===== config.mk =====
export PLATFORM = sky130hd
export DESIGN_NAME = rmst_ctrl
export DESIGN_NICKNAME = d
export VERILOG_FILES = /design/src/sv/rmst_pkg.sv /design/src/sv/rmst_ctrl.sv
export SDC_FILE = /design/constraint.sdc
export NUM_CORES = 1
export LEC_CHECK = 0
export BUFFER_PORTS_ARGS = -buffer_cell sky130_fd_sc_hd__buf_2
export CORE_MARGIN = 4
export CORE_UTILIZATION = 55
export DETAILED_ROUTE_END_ITERATION = 10
export PLACE_DENSITY = 0.8
export RECOVER_POWER = 50
export SYNTH_ARGS = -nofsm -noshare
export SYNTH_HDL_FRONTEND = slang
export SYNTH_SLANG_ARGS = --single-unit

===== constraint.sdc =====
create_clock -name aclk -period 6.9 [get_ports aclk]
set_input_delay 1.035 -clock aclk [delete_from_list [all_inputs] [get_ports aclk]]
set_output_delay 1.035 -clock aclk [all_outputs]
set_load 0.01 [all_outputs]

===== src/sv/rmst_pkg.sv =====
// ----------------------------------------------------------------------------
// rmst_pkg
// shared types and constants for the range max segment tree
// ----------------------------------------------------------------------------
package rmst_pkg;

    localparam int CAPACITY_DEF = 65536;
    localparam int VALUE_W      = 31;
    localparam int POS_W        = 17;

    localparam logic [POS_W-1:0] COUNT_RESET = 17'h10000;

    typedef enum logic {
        CMD_WRITE = 1'b0,
        CMD_QUERY = 1'b1
    } cmd_kind_t;

    typedef enum logic [2:0] {
        ST_CLEAR,
        ST_IDLE,
        ST_W_RD,
        ST_W_UP,
        ST_Q_RUN,
        ST_DONE
    } state_t;

    typedef struct packed {
        cmd_kind_t          cmd;
        logic [POS_W-1:0]   range_high;
        logic [POS_W-1:0]   range_low;
        logic [VALUE_W-1:0] value;
        logic [POS_W-1:0]   position;
    } item_t;

    typedef struct packed {
        logic               range_error;
        logic [VALUE_W-1:0] max_value;
    } result_t;

endpackage


===== src/sv/rmst_ctrl.sv =====
// ----------------------------------------------------------------------------
// rmst_ctrl
// sequencer for clearing, point writes and range queries over the node ram
// ----------------------------------------------------------------------------
module rmst_ctrl #(
    parameter  int CAPACITY = rmst_pkg::CAPACITY_DEF,
    localparam int NODE_W   = $clog2(2 * CAPACITY)
) (
    input  logic                         aclk,
    input  logic                         aresetn,
    input  logic [rmst_pkg::POS_W-1:0]   count,
    input  logic                         in_valid,
    output logic                         in_ready,
    input  rmst_pkg::item_t              in_item,
    output logic                         res_valid,
    input  logic                         res_ready,
    output rmst_pkg::result_t            res,
    output logic                         mem_we,
    output logic [NODE_W-1:0]            mem_waddr,
    output logic [rmst_pkg::VALUE_W-1:0] mem_wdata,
    output logic [NODE_W-1:0]            mem_raddr_a,
    output logic [NODE_W-1:0]            mem_raddr_b,
    input  logic [rmst_pkg::VALUE_W-1:0] mem_rdata_a,
    input  logic [rmst_pkg::VALUE_W-1:0] mem_rdata_b
);

    localparam int LR_W  = NODE_W + 1;
    localparam int CNT_W = $clog2(CAPACITY + 1);
    localparam int EW    = (CNT_W > rmst_pkg::POS_W) ? CNT_W : rmst_pkg::POS_W;
    localparam int SUM_W = ((EW > LR_W) ? EW : LR_W) + 1;
    localparam int VW    = rmst_pkg::VALUE_W;

    localparam logic [EW-1:0]     CAP_E     = EW'(CAPACITY);
    localparam logic [SUM_W-1:0]  CAP_S     = SUM_W'(CAPACITY);
    localparam logic [NODE_W-1:0] LAST_NODE = NODE_W'(2 * CAPACITY - 1);
    localparam logic [NODE_W-1:0] ROOT_NODE = NODE_W'(1);

    rmst_pkg::state_t  state_reg, state_next;
    logic [NODE_W-1:0] clr_reg, clr_next;
    logic [NODE_W-1:0] node_reg, node_next;
    logic [VW-1:0]     cur_reg, cur_next;
    logic [LR_W-1:0]   left_reg, left_next;
    logic [LR_W-1:0]   right_reg, right_next;
    logic [VW-1:0]     best_reg, best_next;
    logic              use_l_reg, use_l_next;
    logic              use_r_reg, use_r_next;
    logic              err_reg, err_next;

    logic [EW-1:0]     eff;
    logic [EW-1:0]     pos_e, lo_e, hi_e;
    logic              pos_ok, query_bad;
    logic [SUM_W-1:0]  leaf_sum, left_sum, right_sum;
    logic [VW-1:0]     sib_max, fold_a, fold_b;
    logic [NODE_W-1:0] parent;

    assign eff   = (EW'(count) > CAP_E) ? CAP_E : EW'(count);
    assign pos_e = EW'(in_item.position);
    assign lo_e  = EW'(in_item.range_low);
    assign hi_e  = EW'(in_item.range_high);

    assign pos_ok    = (pos_e != '0) && (pos_e <= eff);
    assign query_bad = (lo_e == '0) || (lo_e > hi_e) || (hi_e > eff);

    assign leaf_sum  = CAP_S + SUM_W'(in_item.position) - SUM_W'(1);
    assign left_sum  = CAP_S + SUM_W'(in_item.range_low) - SUM_W'(1);
    assign right_sum = CAP_S + SUM_W'(in_item.range_high);

    assign sib_max = (mem_rdata_a > cur_reg) ? mem_rdata_a : cur_reg;
    assign parent  = node_reg >> 1;

    // fold the node values read in the previous cycle
    assign fold_a = (use_l_reg && (mem_rdata_a > best_reg)) ? mem_rdata_a : best_reg;
    assign fold_b = (use_r_reg && (mem_rdata_b > fold_a)) ? mem_rdata_b : fold_a;

    always_ff @(posedge aclk) begin
        if (!aresetn) begin
            state_reg <= rmst_pkg::ST_CLEAR;
            clr_reg   <= '0;
            use_l_reg <= 1'b0;
            use_r_reg <= 1'b0;
        end else begin
            state_reg <= state_next;
            clr_reg   <= clr_next;
            use_l_reg <= use_l_next;
            use_r_reg <= use_r_next;
        end
    end

    always_ff @(posedge aclk) begin
        node_reg  <= node_next;
        cur_reg   <= cur_next;
        left_reg  <= left_next;
        right_reg <= right_next;
        best_reg  <= best_next;
        err_reg   <= err_next;
    end

    always_comb begin
        state_next  = state_reg;
        clr_next    = clr_reg;
        node_next   = node_reg;
        cur_next    = cur_reg;
        left_next   = left_reg;
        right_next  = right_reg;
        best_next   = best_reg;
        use_l_next  = 1'b0;
        use_r_next  = 1'b0;
        err_next    = err_reg;
        in_ready    = 1'b0;
        res_valid   = 1'b0;
        mem_we      = 1'b0;
        mem_waddr   = node_reg;
        mem_wdata   = cur_reg;
        mem_raddr_a = node_reg ^ NODE_W'(1);
        mem_raddr_b = node_reg;

        unique case (state_reg)
            rmst_pkg::ST_CLEAR: begin
                mem_we    = 1'b1;
                mem_waddr = clr_reg;
                mem_wdata = '0;
                clr_next  = clr_reg + NODE_W'(1);
                if (clr_reg == LAST_NODE) begin
                    state_next = rmst_pkg::ST_IDLE;
                end
            end
            rmst_pkg::ST_IDLE: begin
                in_ready = 1'b1;
                if (in_valid) begin
                    if (in_item.cmd == rmst_pkg::CMD_WRITE) begin
                        if (pos_ok) begin
                            mem_we     = 1'b1;
                            mem_waddr  = leaf_sum[NODE_W-1:0];
                            mem_wdata  = in_item.value;
                            node_next  = leaf_sum[NODE_W-1:0];
                            cur_next   = in_item.value;
                            state_next = rmst_pkg::ST_W_RD;
                        end
                    end else if (query_bad) begin
                        err_next   = 1'b1;
                        best_next  = '0;
                        state_next = rmst_pkg::ST_DONE;
                    end else begin
                        err_next   = 1'b0;
                        best_next  = '0;
                        left_next  = left_sum[LR_W-1:0];
                        right_next = right_sum[LR_W-1:0];
                        state_next = rmst_pkg::ST_Q_RUN;
                    end
                end
            end
            rmst_pkg::ST_W_RD: begin
                // sibling of the node on the path
                state_next = rmst_pkg::ST_W_UP;
            end
            rmst_pkg::ST_W_UP: begin
                mem_we    = 1'b1;
                mem_waddr = parent;
                mem_wdata = sib_max;
                cur_next  = sib_max;
                node_next = parent;
                if (parent == ROOT_NODE) begin
                    state_next = rmst_pkg::ST_IDLE;
                end else begin
                    state_next = rmst_pkg::ST_W_RD;
                end
            end
            rmst_pkg::ST_Q_RUN: begin
                best_next   = fold_b;
                mem_raddr_a = left_reg[NODE_W-1:0];
                mem_raddr_b = NODE_W'(right_reg - LR_W'(1));
                if (left_reg < right_reg) begin
                    use_l_next = left_reg[0];
                    use_r_next = right_reg[0];
                    left_next  = (left_reg + LR_W'(1)) >> 1;
                    right_next = right_reg >> 1;
                end else begin
                    state_next = rmst_pkg::ST_DONE;
                end
            end
            rmst_pkg::ST_DONE: begin
                res_valid = 1'b1;
                if (res_ready) begin
                    state_next = rmst_pkg::ST_IDLE;
                end
            end
            default: begin
                state_next = rmst_pkg::ST_IDLE;
            end
        endcase
    end

    assign res.range_error = err_reg;
    assign res.max_value   = best_reg;

endmodule


==> impl_metrics.py, run 1 <==
metrics = {
    "finish": {
        "flow.area_growth_from_synthesis_pct": 16.6,
        "layout.filler_cells": 1944,
        "drive_gt1_frac": 0.163,
        "stdcell_area_sq_mm": 0.0151,
        "layout.cells.most_common": "sky130_fd_sc_hd__buf_2",
        "layout_common_cells": "232 x sky130_fd_sc_hd__buf_2, 206 x sky130_fd_sc_hd__nand2_1, 166 x sky130_fd_sc_hd__ha_1",
        "antennaDiodeCount": 0,
        "total_nets_final": 2125,
    },
    "clock_network": {
        "post_cts_hold_buffer_count": 0,
        "num_cts_buffers": 17,
        "cts_setup_buffers": 0,
        "clk_slew_on_worst_s_h_paths_ns": 0.06,
        "htreeDepth": 4,
        "insertion_delay_ns": 0.43,
        "clock_sinks": 138,
        "root_buffer": "sky130_fd_sc_hd__clkbuf_16",
        "tritoncts": "built",
        "cts_resized": 0,
        "cts_buffer_depth": 2,
    },
    "yosys": {
        "synth_top_area_cell": "sky130_fd_sc_hd__edfxtp_1",
        "synth.area.top_cells": "sky130_fd_sc_hd__edfxtp_1 27%, sky130_fd_sc_hd__ha_1 16%, sky130_fd_sc_hd__nand2_1 6.0%",
        "syn-cell-area_sq_mm": 0.0129,
        "portion_of_the_post_synthesis_area_used_by_sequential_elements": 0.304,
        "synth_enable_flop_cells": 116,
        "synth_area_per_cell_sq_um": 8.38,
        "ys_dominant_reg_cell": "sky130_fd_sc_hd__edfxtp_1",
        "yosys.cell_types.count": 69,
        "synth.top_cell.area_share": 0.270,
        "async_flop_share": 0,
        "yosys_warnings": 0,
        "synth_cells": 1541,
        "mappedNetlistNets": 1873,
        "synth_register_bits": 138,
    },
    "worst_setup_path": {
        "worstPathMaxFanout": 31,
        "worst-endpoint-required_ns": 5.86,
        "cp_peak_stage_delay_ns": 0.69,
        "crit_arrival_ns": 4.97,
        "timing.setup.critical_path_class": "in2out",
        "setup.worst_path.start_class": "input port",
        "crit_path_top_delay_cell": "sky130_fd_sc_hd__a2111oi_2",
        "critPathMostFrequentCell": "sky130_fd_sc_hd__o21a_1",
        "timing.critical_path.cells": "clkbuf_1 > nor4_1 > a41o_1 > nand2_1 > ha_1 > o21a_1 > o21a_1 > o21ai_0 > a31oi_1 > a2111oi_2 > o2111ai_4 > a21oi_2 > nand2b_1 > buf_4 > a221o_1 > buf_2",
        "critical_path.endpoint_type": "primary output",
        "cp.buffers_inverters": 3,
        "cpLargestDelayFamily": "compound AO/OA/AOI/OAI gates",
    },
    "sta": {
        "period_share": 0.870,
        "timing.setup.tns_ns": 0,
        "rsz0062_at_grt": "false",
        "finalSetupViolCount": 0,
        "timing_max_transition_violations_final": 87,
        "max_slew_margin": -0.754,
        "clock.fmax_ghz": 0.167,
        "period_minus_slack_ns": 6.00,
        "tightest_slew_ns": 2.62,
        "timing.hold.ws_ns": 0.511,
        "worst_clock_skew_ns": 0.0163,
        "finalHoldViolCount": 0,
    },
    "die": {
        "fp.coreArea_sq_mm": 0.0228,
        "die_h_um": 161,
        "initial_utilization": 0.565,
        "die_area_sq_mm": 0.0260,
        "num_rows": 55,
        "io_pins": 283,
        "die_width_um": 161,
    },
    "pwr": {
        "cellLeakagePower_nw": 7.15,
        "pwr_density_cell_mw_per_mm2": 135,
        "p_total_mw": 2.03,
        "power.ir.vdd_worst_mv": 0.114,
    },
    "routing": {
        "starting_drc_count_in_detailed_routing": 1411,
        "wirelength_mm": 40.4,
        "drc": 0,
        "antenna_violating_nets_post_route": 0,
        "via_count": 12800,
        "via_per_inst": 6.06,
        "firstDrtPassIters": 6,
        "detail_route.wl_per_cell_um": 19.1,
    },
    "placed_design": {
        "dpl_cell_area_sq_mm": 0.0146,
        "io_buffers": 282,
        "dp_hpwl_mm": 32.1,
        "gpl.final_weighted_congestion": 1.01,
    },
    "job": {
        "drv_cap": 2,
    },
    "outcome": {
        "run_status": "finished, violations left",
        "violations": "capacitance limit, slew limit",
    },
    "min_path": {
        "hp-class": "reg2reg",
    },
    "global_routing": {
        "grt_start_max_net_pins": 98,
        "grt_pass1_vias": 12300,
        "globalRoute.totalOverflow": 0,
        "grt_first_pass_wirelength_mm": 63.4,
        "track_usage": 0.301,
        "antenna_found_initial": 3,
    },
}
## power breakdown
group / internal [mW] / total, mW / switching, mW
sequential: 0.901 / 0.902 / 0.00188
clock: 0.468 / 0.843 / 0.375
combinational: 0.123 / 0.286 / 0.163
## through the flow
step	std cells	util	setup slack, ns
after global routing	2119	0.659	0.635
after detailed placement	2087	0.640	0.563
after global placement	2087	0.640	0.651
after floorplan	1541	-	0.742
after CTS	2119	0.663	0.903
final	2119	0.659	0.897
## layer usage
layer	share of wire	vias to the layer above	global-route usage
li1	-	6136	-
met1	0.40	5911	0.375
met2	0.46	682	0.503
met3	0.092	102	0.0638
met4	0.045	6	0.134
met5	0.00096	-	0
## synth_stat cells, types with 41 or more instances
library cell / n
sky130_fd_sc_hd__a21o_1: 45
sky130_fd_sc_hd__a21oi_1: 131
sky130_fd_sc_hd__a221o_1: 61
sky130_fd_sc_hd__and2_1: 41
sky130_fd_sc_hd__clkbuf_1: 47
sky130_fd_sc_hd__edfxtp_1: 116
sky130_fd_sc_hd__ha_1: 166
sky130_fd_sc_hd__inv_1: 121
sky130_fd_sc_hd__nand2_1: 206
sky130_fd_sc_hd__nor2_1: 99
sky130_fd_sc_hd__o21ai_0: 135
sky130_fd_sc_hd__xnor2_1: 42
## area by class of cell
cell class | instances | area (sq um) | area share
multi-input cells | 1214 | 8290 | 0.550
flip-flops and latches | 138 | 3920 | 0.261
repair buffers | 299 | 1470 | 0.0976
inverters | 123 | 462 | 0.0307
clock buffers | 21 | 450 | 0.0299
well taps | 313 | 392 | 0.0260
clock inverters | 11 | 72.6 | 0.00482
## final timing paths
check              startpoint           end  slack, ns  cells after the start
hold reg to reg   clr_reg[12]   clr_reg[12]       0.51                      2
setup reg to reg  best_reg[2]  best_reg[28]       1.18                     21
setup / recovery     count[3]  mem_wdata[0]       0.90                     16
hold / removal    clr_reg[12]   clr_reg[12]       0.51                      2
## worst min-delay path, cell delays in order (launching register included)
cell and delay, ns:
sky130_fd_sc_hd__dfxtp_1 0.33, sky130_fd_sc_hd__o21ai_0 0.07, sky130_fd_sc_hd__a21boi_0 0.07
## logic make-up (layout without fill, tap and decap cells)
| family | after synthesis | after routing | share of synthesized area |
|---|---|---|---|
| and+or+nand+nor | 512 | 512 | 0.187 |
| adders and majority gates | 166 | 166 | 0.161 |
| DFF | 138 | 138 | 0.304 |
| muxes | 33 | 33 | 0.0258 |
| xor gates and xnor gates | 64 | 64 | 0.0434 |
| buffers and inverters | 189 | 454 | 0.0580 |
| AOI/OAI and AO/OA | 439 | 439 | 0.221 |
No activity file was read; power rests on OpenSTA's default activity.
==> inputs of run 2 (changes only) <==
--- a/config.mk
+++ b/config.mk
@@ -10,7 +10,7 @@
 export CORE_UTILIZATION = 55
 export DETAILED_ROUTE_END_ITERATION = 10
 export PLACE_DENSITY = 0.8
-export RECOVER_POWER = 50
+export RECOVER_POWER = 25
 export SYNTH_ARGS = -nofsm -noshare
 export SYNTH_HDL_FRONTEND = slang
 export SYNTH_SLANG_ARGS = --single-unit
==> run 2 against run 1 <==
Net effect: the flow now finishes without violations; combinational power barely moved; total power barely moved; clock power barely moved; global-route usage did not move; first-iteration DRC count fell by 1.3%; clock-buffer cell count did not move; non-clock buffer count did not move; cell count did not move; clock skew barely moved.
==> impl_metrics.py, run 2 (synthesis results as in run 1) <==
metrics = {
    "outcome": {
        "run_status": "completed",
    },
    "die": {
        "die_area_sq_mm": 0.0260,
        "num_rows": 55,
        "initial_utilization": 0.565,
        "fp.coreArea_sq_mm": 0.0228,
        "io_pins": 283,
        "die_h_um": 161,
        "die_width_um": 161,
    },
    "pwr": {
        "comb_power_share": 0.141,
        "pwr-share-clk": 0.415,
        "power_report.internal_total_mw": 1.49,
        "pwr_density_cell_mw_per_mm2": 135,
        "switching_share": 0.266,
        "switchingPower_mw": 0.540,
        "cellLeakagePower_nw": 7.21,
        "seq_power_share": 0.444,
        "power.ir.vdd_worst_mv": 0.115,
    },
    "routing": {
        "antenna_violating_nets_post_route": 0,
        "via_count": 12900,
        "wirelength_mm": 40.4,
        "via_per_inst": 6.09,
        "drc": 0,
        "detail_route.wl_per_cell_um": 19.0,
        "firstDrtPassIters": 5,
        "starting_drc_count_in_detailed_routing": 1392,
    },
    "job": {
        "drv_cap": 0,
    },
    "global_routing": {
        "globalRoute.totalOverflow": 0,
        "track_usage": 0.301,
        "grt_pass1_vias": 12300,
        "grt_first_pass_wirelength_mm": 63.4,
        "antenna_found_initial": 3,
        "grt_start_max_net_pins": 98,
    },
    "sta": {
        "clock.fmax_ghz": 0.166,
        "finalHoldViolCount": 0,
        "tightest_slew_ns": 1.27,
        "timing.setup.tns_ns": 0,
        "finalSetupViolCount": 0,
        "max_slew_margin": 0.155,
        "rsz0062_at_grt": "false",
        "worst_clock_skew_ns": 0.0168,
        "timing_max_transition_violations_final": 0,
        "period_share": 0.872,
        "period_minus_slack_ns": 6.02,
    },
    "finish": {
        "stdcell_area_sq_mm": 0.0151,
        "flow.area_growth_from_synthesis_pct": 16.9,
        "layout.cells.most_common": "sky130_fd_sc_hd__buf_2",
        "layout_common_cells": "250 x sky130_fd_sc_hd__buf_2, 206 x sky130_fd_sc_hd__nand2_1, 166 x sky130_fd_sc_hd__ha_1",
        "antennaDiodeCount": 0,
        "drive_gt1_frac": 0.175,
        "total_nets_final": 2125,
    },
    "worst_setup_path": {
        "cpLargestDelayFamily": "compound AO/OA/AOI/OAI gates",
        "crit-reg2reg-capture": "best_reg[28]",
        "worstPathMaxFanout": 31,
        "crit_arrival_ns": 4.98,
        "crit_path_top_delay_cell": "sky130_fd_sc_hd__a2111oi_2",
        "setup.worst_path.start_class": "input port",
        "cp_peak_stage_delay_ns": 0.71,
        "timing.critical_path.cells": "buf_2 > nor4_1 > a41o_1 > nand2_1 > ha_1 > o21a_1 > o21a_1 > o21ai_0 > a31oi_1 > a2111oi_2 > o2111ai_4 > a21oi_2 > nand2b_1 > buf_4 > a221o_1 > buf_2",
        "critical_path.endpoint_type": "primary output",
        "worst-endpoint-required_ns": 5.86,
        "timing.setup.critical_path_class": "in2out",
        "cp.buffers_inverters": 3,
        "crit-reg2reg-launch": "best_reg[2]",
        "worst-r2r-setup-slack_ns": 1.18,
        "worst-r2r-cell-count": 21,
    },
    "clock_network": {
        "clock_sinks": 138,
        "root_buffer": "sky130_fd_sc_hd__clkbuf_16",
        "num_cts_buffers": 17,
        "cts_buffer_depth": 2,
        "insertion_delay_ns": 0.43,
        "clk_slew_on_worst_s_h_paths_ns": 0.06,
        "htreeDepth": 4,
        "cts_resized": 0,
        "cts_setup_buffers": 0,
        "post_cts_hold_buffer_count": 0,
        "tritoncts": "built",
    },
    "placed_design": {
        "dp_hpwl_mm": 32.1,
        "gpl.final_weighted_congestion": 1.01,
        "io_buffers": 282,
        "dpl_cell_area_sq_mm": 0.0146,
    },
    "min_path": {
        "hp-class": "reg2reg",
        "hp-start": "clr_reg[12]",
        "worstHoldEndpoint": "clr_reg[12]",
        "worstHoldPathCells": 2,
    },
}
## run 2: cell types whose count changed in the layout (fill, tap and decap cells not counted), sizes merged
cell	delta
clkbuf	-19
buf	+19
## run 2: layout make-up
class / count / area, sq um
multi-input combinational: 1214 / 8300
clock inverter: 11 / 72.6
timing repair buffer: 299 / 1500
clock buffer: 21 / 450
sequential: 138 / 3920
fill: 1932 / 7750
inverter: 123 / 462
tap: 313 / 392
## run 2: worst max-delay path by stage
stage	start	end	depth (start not counted)
final	count[3]	mem_wdata[0]	16
after global routing	mem_rdata_a[2]	best_reg[28]	21
after CTS	mem_rdata_a[4]	best_reg[28]	21
after detailed placement	mem_rdata_a[24]	best_reg[20]	21
after global placement	mem_rdata_a[4]	best_reg[23]	21
after floorplan	count[3]	left_reg[0]	12
## run 2: power groups by stage
stage / clock (mW) / sequential [mW] / combinational, mW
6_report: 0.843 / 0.902 / 0.286
2_1_floorplan: 0 / 0.920 / 0.154
4_1_cts: 0.846 / 0.902 / 0.282
3_5_place_dp: 0 / 0.920 / 0.279
5_1_grt: 0.887 / 0.902 / 0.318
3_3_place_gp: 0 / 0.920 / 0.269
## run 2: metal layers
layer | GRT usage | vias up | share of wire
met3 | 0.0638 | 106 | 0.093
met1 | 0.375 | 5952 | 0.40
met4 | 0.134 | 6 | 0.046
met2 | 0.503 | 695 | 0.46
met5 | 0 | - | 0.00097
li1 | - | 6140 | -
## run 2: worst min-delay path, stage by stage (launching register included)
cell	delay, ns
sky130_fd_sc_hd__dfxtp_1	0.33
sky130_fd_sc_hd__o21ai_0	0.07
sky130_fd_sc_hd__a21boi_0	0.07
## run 2: per-stage QoR
| stage | hold slack (ns) | setup slack (ns) | std cells | utilization | total power, mW |
|---|---|---|---|---|---|
| finish | 0.511 | 0.883 | 2119 | 0.661 | 2.03 |
| floorplan | 0.473 | 0.742 | 1541 | - | 1.07 |
| global placement | 0.494 | 0.651 | 2087 | 0.640 | 1.19 |
| CTS | 0.522 | 0.903 | 2119 | 0.663 | 2.03 |
| global route | 0.557 | 0.635 | 2119 | 0.661 | 2.11 |
| detailed placement | 0.512 | 0.563 | 2087 | 0.640 | 1.20 |
